## config.mk

```make
export PLATFORM = sky130hd
export DESIGN_NAME = mnrt_ram
export DESIGN_NICKNAME = d
export VERILOG_FILES = /design/src/rtl/core/mnrt_ram.sv
export SDC_FILE = /design/constraint.sdc
export NUM_CORES = 1
export LEC_CHECK = 0
export BUFFER_PORTS_ARGS = -buffer_cell sky130_fd_sc_hd__buf_2
export CAP_MARGIN = 10
export CORE_AREA = 2 2 173 175
export CTS_CLUSTER_DIAMETER = 50
export DETAILED_ROUTE_END_ITERATION = 10
export DIE_AREA = 0 0 175 177
export GPL_TIMING_DRIVEN = 1
export HOLD_SLACK_MARGIN = 0.02
export REMOVE_ABC_BUFFERS = 1
export SYNTH_ARGS = -nofsm -noshare
export SYNTH_HDL_FRONTEND = slang
export SYNTH_SLANG_ARGS = --single-unit
```

## constraint.sdc

```tcl
create_clock -name clk -period 3.39 [get_ports clk]
set_clock_uncertainty 0.1 [all_clocks]
set_input_delay 0.678 -clock clk [delete_from_list [all_inputs] [get_ports clk]]
set_output_delay 0.678 -clock clk [all_outputs]
set_load 0.03 [all_outputs]
```

## src/rtl/core/mnrt_ram.sv

```systemverilog
// ----------------------------------------------------------------------------
// mnrt_ram
// Simple dual-port RAM: one write port, one read port, registered read data.
// ----------------------------------------------------------------------------
module mnrt_ram #(
	parameter int WIDTH = 8,
	parameter int DEPTH = 32
) (
	input  logic                     clk,
	input  logic                     we,
	input  logic [$clog2(DEPTH)-1:0] waddr,
	input  logic [WIDTH-1:0]         wdata,
	input  logic [$clog2(DEPTH)-1:0] raddr,
	output logic [WIDTH-1:0]         rdata
);

	logic [WIDTH-1:0] mem [DEPTH];

	always_ff @(posedge clk) begin
		if (we) begin
			mem[waddr] <= wdata;
		end
	end

	always_ff @(posedge clk) begin
		rdata <= mem[raddr];
	end

endmodule

```

==> results <==
- The total die area is 31,000 um2.
- The core region is 29,200 um2.
- The number of cells produced by synthesis is 417.
- The worst hold path endpoint is rdata[5].
- STA classifies the critical path startpoint as an input port.
- Hold repair after CTS inserted 0 buffers.
- The post-CTS setup buffer count is 0.
- The leakage power is 3.61 nW.
- The run finished with clean final reports.
- The stage delay of the slowest cell on the critical path is 0.62 ns.
- The number of antenna violations at the first check in global routing is 0.
- The first detailed-routing pass ran for 5 iterations.
- The later pin in the worst-skew pair is clocked with a latency of 0.54 ns.
- The critical path goes through buf_4 -> buf_12 -> mux4_2 -> mux4_2 -> mux2_2.
- The cell with the largest stage delay on the worst path is mux4_2.
- The first global-routing pass estimated 31,600 um of wire.
- The via count of the first global-routing pass is 4,604.
- The fraction of final layout cells with drive strength greater than 1 is 36.2%.
- The final non-filler cell total is 885.
- The register-to-register setup slack is 1.44 ns.
- The post-synthesis cell area is 10,100 um2.
- The critical path data required time is 3.71 ns.
- The category of the most critical setup path is input port to flip-flop.
- The worst min-delay path startpoint is raddr[3].
- Headroom to the max-slew limit came out at 30.8%.
- The number of core rows is 63.
- The violation count after the first detailed-routing iteration is 567.
- The residual antenna-violating net count after detailed routing is 0.
- Setup repair after global routing left no endpoint under its margin.
- Averaged over all synthesized cells, the footprint is 24.1 um2.
- The post-route cell area is 11,600 um2.
- The initial utilization of the core area, before any placement, comes to 34.4%.
- At the end of routability-driven placement, the weighted congestion stood at 0.735.
- TritonCTS built the clock tree.
- Across the run, the number of max-cap violations was 0.
- The post-CTS resize count is 0.
- The cell area after placement is 10,700 um2.
- Global routing used 2.66% of the available met3 tracks.
- In this run the horizontal extent of the chip is 175 um.
- Power spread over the standard cell area amounts to 593 nW/um2.
- Detailed placement finished with a half-perimeter wire length of 13,000 um.
- The routed layout has 4,486 vias.
- The register bit total from synthesis is 264.
- Setup total negative slack on the finished layout was measured at 0 ns.
- After global routing the overflow that remains totals 0.
- For this run, global-route usage on met1 was measured as 20.3%.
- In this run the tool buffered the top-level ports with 27 buffer cells.
- The worst-path maximum fanout is 26.
- In the layout the commonest cells are edfxtp_1, mux4_2, nor2_1.
- The Yosys step of the flow raised 0 warnings.
- By instance count, the cell type seen most on the critical path is mux4_2.
- The total wirelength of the detailed-routed design is 21,300 um.
- The final critical path time including I/O delays and setup is 2.19 ns.
- The clock buffer count from CTS is 29.
- Entering global routing, the biggest net connects 65 pins.
- The arrival time at the worst endpoint is 2.51 ns.
- The met2 capacity usage during global routing is 22.6%.
- In the routed layout, each cell is associated on average with a via count of 5.07.
- Relative to the synthesized area, the layout overhead comes to 15.6%.
- The hold path depth is 2.
- The average wire per cell in the routed design is 24.0 um.
- The layer flagged by global routing as most heavily used is met2.
- The worst reg-to-reg path cell count is 3.
- The worst register-to-register path ends at rdata[4].
- The count of boundary I/O pins is 28.
- The clock-pin slew on the worst setup and hold paths is 0.06 ns.
- The overall die height is 177 um.
- The achievable frequency is 0.457 GHz.
- The max-slew violation count is 0.
- The startpoint of the worst-slack reg-to-reg timing path is mem[23][4].
- The type of the worst min-delay path is input port to flip-flop.
- CTS placed an instance of clkbuf_16 at the clock tree root.
- Leaving out fill and tap cells, the most frequent cell in the layout is edfxtp_1.
- The total setup violations reported at the end of the flow is 0.
- In the global route stage, overall resource usage came out at 14.1%.
- The element type at the critical path end is a flip-flop.
- The cell count after placement is 831.
- The net count reported at finish is 492.
- The antenna diode instance count is 0.
- The final critical-path share of the clock period is 64.6%.
- At the pin with the least slew margin, the transition time is 1.03 ns.
- CTS built an H-tree with a depth of 1.
- The number of different library cells used by synthesis comes to 15.
- The total count of hold-check failures in the final report is 0.
- IR analysis of the VDD net gives a maximum drop of 0.000379 V.
- In the routed design, unresolved DRC markers number 0.
- The part of the Yosys area used for sequential elements is 78.1%.
- The clock sink count is 264.
- The maximum number of buffers from clock root to sink is 3.
[flip-flops by register name (all words and copies together), names as in the netlist]
signal,flops
mem,256
rdata,8
[stage by stage]
step | worst slack, ns | util, % | power [mW] | hold WS, ns
after floorplan | 1.30 | - | 3.89 | 0.677
after global placement | 0.655 | 36.7 | 4.08 | 0.785
after detailed placement | 0.652 | 36.7 | 4.09 | 0.789
after CTS | 1.21 | 39.7 | 6.95 | 0.495
after global routing | 1.13 | 39.7 | 7.10 | 0.509
final | 1.20 | 39.7 | 6.89 | 0.513
[worst max-delay path, delay by kind of cell]
kind	cells	cell delay [ns]
buffers and inverters	2	0.34
multiplexers	3	1.45
[logic make-up (layout without fill, tap and decap cells)]
kind of cell / after synthesis / in the layout / share of synthesized area, %
buffers and inverters: 20 / 98 / 1.06
flip-flops: 264 / 264 / 78.1
multiplexers: 88 / 88 / 18.8
AND/OR/NAND/NOR: 45 / 45 / 2.07
[cells in the mapped netlist]
| library cell | instances | area share [%] |
|---|---|---|
| buf_4 | 6 | 0.45 |
| buf_2 | 1 | 0.050 |
| nor2_1 | 33 | 1.2 |
| or3_1 | 1 | 0.062 |
| mux2_2 | 8 | 0.90 |
| nand3b_1 | 5 | 0.37 |
| buf_6 | 1 | 0.11 |
| or3b_2 | 3 | 0.26 |
| edfxtp_1 | 256 | 76 |
| nand2_1 | 1 | 0.037 |
| dfxtp_1 | 8 | 1.6 |
| nand3_1 | 2 | 0.10 |
| buf_1 | 6 | 0.22 |
| clkbuf_1 | 6 | 0.22 |
| mux4_2 | 80 | 18 |
[how the worst max path moves through the flow]
stage,slack [ns],cells past startpoint,end,from
5_1_grt,1.13,3,mem[12][4],waddr[1]
6_report,1.20,5,rdata[4],raddr[0]
2_1_floorplan,1.30,2,mem[0][0],waddr[1]
3_3_place_gp,0.66,5,rdata[7],raddr[0]
4_1_cts,1.21,5,rdata[7],raddr[0]
3_5_place_dp,0.65,5,rdata[7],raddr[0]
[layout make-up]
cell class                 instances  area, um2
clock inverter                    19        138
multi-input combinational        133       2100
tap                              390        488
sequential                       264       7850
timing repair buffer              44        303
fill                            2542      17600
clock buffer                      35        748
[layer usage]
metal / up-vias / wire (um) / part of all wire, %
li1: 1893 / - / -
met4: 0 / 310 / 1.5
met1: 2418 / 9480 / 45
met5: - / 0 / 0
met2: 148 / 10200 / 48
met3: 27 / 1270 / 6.0
[power breakdown]
group | leakage [nW] | internal [mW] | switching (mW) | total (mW)
Sequential | 2.37 | 3.63 | 0.0155 | 3.65
Clock | 0.430 | 1.66 | 1.22 | 2.88
Combinational | 0.804 | 0.150 | 0.216 | 0.366
Total | 3.61 | 5.44 | 1.46 | 6.89
No activity file was read; power rests on OpenSTA's default activity.
