## config.mk

```make
export PLATFORM = sky130hd
export DESIGN_NAME = mnrt_metric
export DESIGN_NICKNAME = d
export VERILOG_FILES = /design/src/rtl/core/mnrt_pkg.sv /design/src/rtl/core/mnrt_metric.sv
export SDC_FILE = /design/constraint.sdc
export NUM_CORES = 1
export LEC_CHECK = 0
export ABC_CLOCK_PERIOD_IN_PS = 16100
export CORE_ASPECT_RATIO = 1.4
export CORE_MARGIN = 2
export CORE_UTILIZATION = 64
export CTS_BUF_LIST = sky130_fd_sc_hd__clkbuf_8
export DETAILED_ROUTE_END_ITERATION = 8
export DONT_BUFFER_PORTS = 1
export PLACE_DENSITY = 0.92
export SETUP_SLACK_MARGIN = 0.2
export SYNTH_ARGS = -nofsm -noshare
export SYNTH_HDL_FRONTEND = slang
export SYNTH_SLANG_ARGS = --single-unit
```

## constraint.sdc

```tcl
create_clock -name clk -period 16.1 [get_ports clk]
set_input_delay 4.025 -clock clk [delete_from_list [all_inputs] [get_ports clk]]
set_output_delay 4.025 -clock clk [all_outputs]
set_load 0.05 [all_outputs]
```

## src/rtl/core/mnrt_pkg.sv

```systemverilog
// ----------------------------------------------------------------------------
// mnrt_pkg
// Shared types, sizes and codes of the mesh neighbor and route table core.
// ----------------------------------------------------------------------------
package mnrt_pkg;

	localparam int NEIGHBOR_DEPTH = 32;
	localparam int ROUTE_DEPTH    = 32;
	localparam int ADDR_BITS      = 48;

	localparam int MAX_DEPTH = (NEIGHBOR_DEPTH > ROUTE_DEPTH) ? NEIGHBOR_DEPTH : ROUTE_DEPTH;
	localparam int NB_IDX_W  = $clog2(NEIGHBOR_DEPTH);
	localparam int RT_IDX_W  = $clog2(ROUTE_DEPTH);
	localparam int IDX_W     = $clog2(MAX_DEPTH);
	localparam int CNT_W     = $clog2(MAX_DEPTH + 1);

	localparam int BYTE_W          = 8;
	localparam int STATUS_W        = 3;
	localparam int ENTRY_INDEX_W   = 5;
	localparam int ENTRY_COUNT_W   = 6;
	localparam int CFG_INDEX_W     = 2;
	localparam int PRODUCT_W       = 2 * BYTE_W;
	localparam int METRIC_SUM_W    = PRODUCT_W + 2;

	localparam logic [BYTE_W-1:0] FULL_SUCCESS = 8'hFF;

	localparam logic [BYTE_W-1:0] SUCCESS_WEIGHT_RST = 8'd102;
	localparam logic [BYTE_W-1:0] RSSI_WEIGHT_RST    = 8'd77;
	localparam logic [BYTE_W-1:0] SNR_WEIGHT_RST     = 8'd77;

	localparam logic [CFG_INDEX_W-1:0] CFG_SUCCESS_WEIGHT = 2'd0;
	localparam logic [CFG_INDEX_W-1:0] CFG_RSSI_WEIGHT    = 2'd1;
	localparam logic [CFG_INDEX_W-1:0] CFG_SNR_WEIGHT     = 2'd2;

	typedef logic [ADDR_BITS-1:0] addr_t;

	typedef enum logic [0:0] {
		OP_HELLO = 1'b0,
		OP_ROUTE = 1'b1
	} opcode_t;

	typedef enum logic [STATUS_W-1:0] {
		ST_NB_ADDED  = 3'd0,
		ST_NB_KNOWN  = 3'd1,
		ST_RT_ADDED  = 3'd2,
		ST_RT_EXISTS = 3'd3,
		ST_RT_OTHER  = 3'd4,
		ST_FULL      = 3'd5
	} status_t;

	typedef enum logic [1:0] {
		CTL_IDLE,
		CTL_SEARCH,
		CTL_RESULT
	} ctl_state_t;

	typedef struct packed {
		opcode_t           opcode;
		addr_t             source_addr;
		addr_t             dest_addr;
		logic [BYTE_W-1:0] sequence_num;
		logic [BYTE_W-1:0] rssi;
		logic [BYTE_W-1:0] snr;
		logic [BYTE_W-1:0] adv_metric;
	} in_word_t;

	typedef struct packed {
		status_t                  status;
		logic [ENTRY_INDEX_W-1:0] entry_index;
		logic [BYTE_W-1:0]        entry_metric;
		logic [ENTRY_COUNT_W-1:0] entry_count;
	} out_word_t;

	typedef struct packed {
		addr_t             address;
		logic [BYTE_W-1:0] last_seq;
		logic [BYTE_W-1:0] success;
		logic [BYTE_W-1:0] metric;
	} nb_entry_t;

	typedef struct packed {
		addr_t             destination;
		addr_t             next_hop;
		logic [BYTE_W-1:0] metric;
	} rt_entry_t;

endpackage

```

## src/rtl/core/mnrt_metric.sv

```systemverilog
// ----------------------------------------------------------------------------
// mnrt_metric
// Two-stage link metric: weighted products, then sum, shift and saturate.
// ----------------------------------------------------------------------------
module mnrt_metric (
	input  logic                       clk,
	input  logic                       load,
	input  logic [mnrt_pkg::BYTE_W-1:0] success_weight,
	input  logic [mnrt_pkg::BYTE_W-1:0] rssi_weight,
	input  logic [mnrt_pkg::BYTE_W-1:0] snr_weight,
	input  logic [mnrt_pkg::BYTE_W-1:0] rssi,
	input  logic [mnrt_pkg::BYTE_W-1:0] snr,
	output logic [mnrt_pkg::BYTE_W-1:0] metric
);
	import mnrt_pkg::*;

	logic [PRODUCT_W-1:0]    succ_prod_s1;
	logic [PRODUCT_W-1:0]    rssi_prod_s1;
	logic [PRODUCT_W-1:0]    snr_prod_s1;
	logic [METRIC_SUM_W-1:0] sum;
	logic [BYTE_W-1:0]       metric_s2;

	// capture products with the accepted word; weights are to hold while busy, which this block does not enforce
	always_ff @(posedge clk) begin
		if (load) begin
			succ_prod_s1 <= success_weight * FULL_SUCCESS;
			rssi_prod_s1 <= rssi_weight * rssi;
			snr_prod_s1  <= snr_weight * snr;
		end
	end

	assign sum = METRIC_SUM_W'(succ_prod_s1) + METRIC_SUM_W'(rssi_prod_s1)
	           + METRIC_SUM_W'(snr_prod_s1);

	always_ff @(posedge clk) begin
		if (|sum[METRIC_SUM_W-1:PRODUCT_W]) begin
			metric_s2 <= FULL_SUCCESS;
		end else begin
			metric_s2 <= sum[PRODUCT_W-1:BYTE_W];
		end
	end

	assign metric = metric_s2;

endmodule

```

==> run metrics <==
Worst Skew=13.6 ps; Tmin final=7790 ps; Leak=4.07 nW; R2R depth=9; initial antenna violation count=0; Worst setup EP type=flip-flop; GRT overflow=0; final core utilization=0.682; hpwl dp=13,000 um; Routed Antenna Nets=0; Comb power frac=0.729; Crit Path Class=primary input to flip-flop; PostCTS Resize Cnt=0; # DRC=0; layout cell share with drive strength beyond 1=0.0253; Iter 0 DRT Violations=232; Hold Buf Count CTS=0; Yosys reg bits=56; CTS clk-pin slew, worst paths=90 ps; RR Startpoint=succ_prod_s1[5]; commonest cells after routing, fill and taps aside=154 x inv_1, 123 x ha_1, 117 x fa_1; relative slew slack=0.649; DRT Wirelength=15,000 um; Synthesis Warnings=0; CTS sink cnt=56; Syn Area/Cell=10.4 um2; num rows=48; clock root buffer=clkbuf_8; Least-Margin Pin Slew=526 ps; sequential cell area=1600 um2; Fillers=874; startpoint class of the critical path=primary input; CTS tree=built; Cell Area, Synth=8150 um2; Internal=785 uW; outcome=complete, no violations; Yosys cell types=45; Mapped Nets=1,066; ys flop type=edfxtp_1; part of the total power dissipated in the clock network=0.062; multi-input combinational cell area=5980 um2; vias in the first global route=5,642; Worst VDD drop=0.102 mV; Flop pwr share=0.210; Die Area=13,700 um2; first-pass GRT wire length=25,700 um; Inserted Diodes=0; switching power=685 uW; First-pass DRT Iterations=5; Final period util=0.484; H-tree depth=2; total negative slack=0 ps; commonest non-fill, non-tap cell in the layout=inv_1; switching share of power=0.466; Setup crit end=snr_prod_s1[15]; share of flip-flops with an asynchronous set or reset=0; Fin. Hold Viols=0; PwrDens=174 nW/um2; max cap viols=0; leading area contributor after synthesis=fa_1; PortBufs=0; Core Region=12,400 um2; worst-path fanout max=8; Clock Path Buffers=2; R2R Setup Slk=13,280 ps; Mapped Cells=784; Syn-to-layout area delta=3.61%; synth top area cells=fa_1 29%, ha_1 19%, edfxtp_1 18%; wire per inst=15.9 um; fin nets=1,073; height of the die=138 um; Seq/Total Area, Yosys=0.197; worst-skew pair later-pin latency=320 ps; vias per cell=5.61; initial core utilization=0.659; Die Wd=99.4 um; largest net degree at the start of global routing=49; WP data required=16,180 ps; Ports=50; GP Congestion=0.906; reg2reg end=metric[4]; Arr. time, crit path=7870 ps; Slew Viols, Final=0; RSZ-0062 raised after global routing=false; CP startpoint=snr[7]; fmax=128 MHz; total track usage=0.238; Hold Path Class=flip-flop to flip-flop; Via Count=5,289; TritonCTS buffer count=5; Yosys top cell area share=0.287; Setup Buffers After CTS=0; final setup fails=0; Post-synth EDFFs=48
## flip-flops by register name, indices dropped and copies added (netlist names)
register and count:
succ_prod_s1 16, snr_prod_s1 16, rssi_prod_s1 16, metric 8
## cell families after synthesis
| group | synth area share |
|---|---|
| and+or+nand+nor | 0.142 |
| DFF | 0.197 |
| adders and majority gates | 0.476 |
| buffers and inverters | 0.0700 |
| xor gates and xnor gates | 0.0376 |
| AOI/OAI and AO/OA | 0.0775 |
## metal layers
layer  vias up  routed length (um)  global-route usage  share of wire
met3        34                 529              0.0213          0.035
met4         0                 522              0.0951          0.035
met1      2599                5780               0.284           0.39
li1       2540                   -                   -              -
met2       116                8140               0.441           0.54
met5         -                   0                   0              0
## final cells by class
| class | count | area share |
|---|---|---|
| Clock buffer | 5 | 0.00815 |
| Clock inverter | 3 | 0.00445 |
| Inverter | 152 | 0.0676 |
| Multi-Input combinational cell | 576 | 0.708 |
| Sequential cell | 56 | 0.190 |
| Tap cell | 150 | 0.0222 |
## synthesized netlist by cell type, types with 4 or more instances
cell type and n:
ha_1 123, nor3_1 4, xnor2_1 27, and2_1 105, fa_1 117, dfxtp_1 8, o21a_1 11, nand2_1 47
or3_1 5, inv_1 152, o21ai_0 16, nor2b_1 6, edfxtp_1 48, a21oi_1 32, a21oi_2 4, nor2_1 21
nand3_1 8, xor2_1 8
## worst min-delay path by stage
stage          slack, ps              from   endpoint  depth (start not counted)
6_report             850  succ_prod_s1[15]  metric[7]                          3
5_1_grt              910  succ_prod_s1[15]  metric[7]                          3
4_1_cts              850  succ_prod_s1[15]  metric[7]                          3
3_5_place_dp         830    snr_prod_s1[7]  metric[0]                          4
3_3_place_gp         780    snr_prod_s1[8]  metric[0]                          4
2_1_floorplan        720   snr_prod_s1[15]  metric[7]                          3
## through the flow
step           cells  power (mW)  worst slack, ps  hold WS [ps]  area [um2]
2_1_floorplan    784        1.14             8160           723        8150
6_report         942        1.47             8310           853        8440
3_5_place_dp     934        1.37             7940           833        8340
4_1_cts          942        1.47             8300           855        8440
3_3_place_gp     934        1.32             8040           777        8340
5_1_grt          942        1.62             8110           907        8440
## critical path, cell delays in order
cell       delay, ps
nand2_1           60
fa_1             530
fa_1             550
inv_1             60
fa_1             530
inv_1             60
fa_1             530
inv_1             40
ha_1             320
o21a_1           120
o31a_1           120
o211ai_2         180
a21oi_2          100
a2111oi_4        390
a21oi_2          110
xnor2_1          130
## power by group through the flow
stage	combinational, mW	sequential [mW]	clock (mW)
2_1_floorplan	0.845	0.299	0
4_1_cts	1.07	0.310	0.0917
3_3_place_gp	1.01	0.309	0
3_5_place_dp	1.06	0.312	0
6_report	1.07	0.309	0.0905
5_1_grt	1.21	0.315	0.0962
Power figures use the tool's default switching activity.
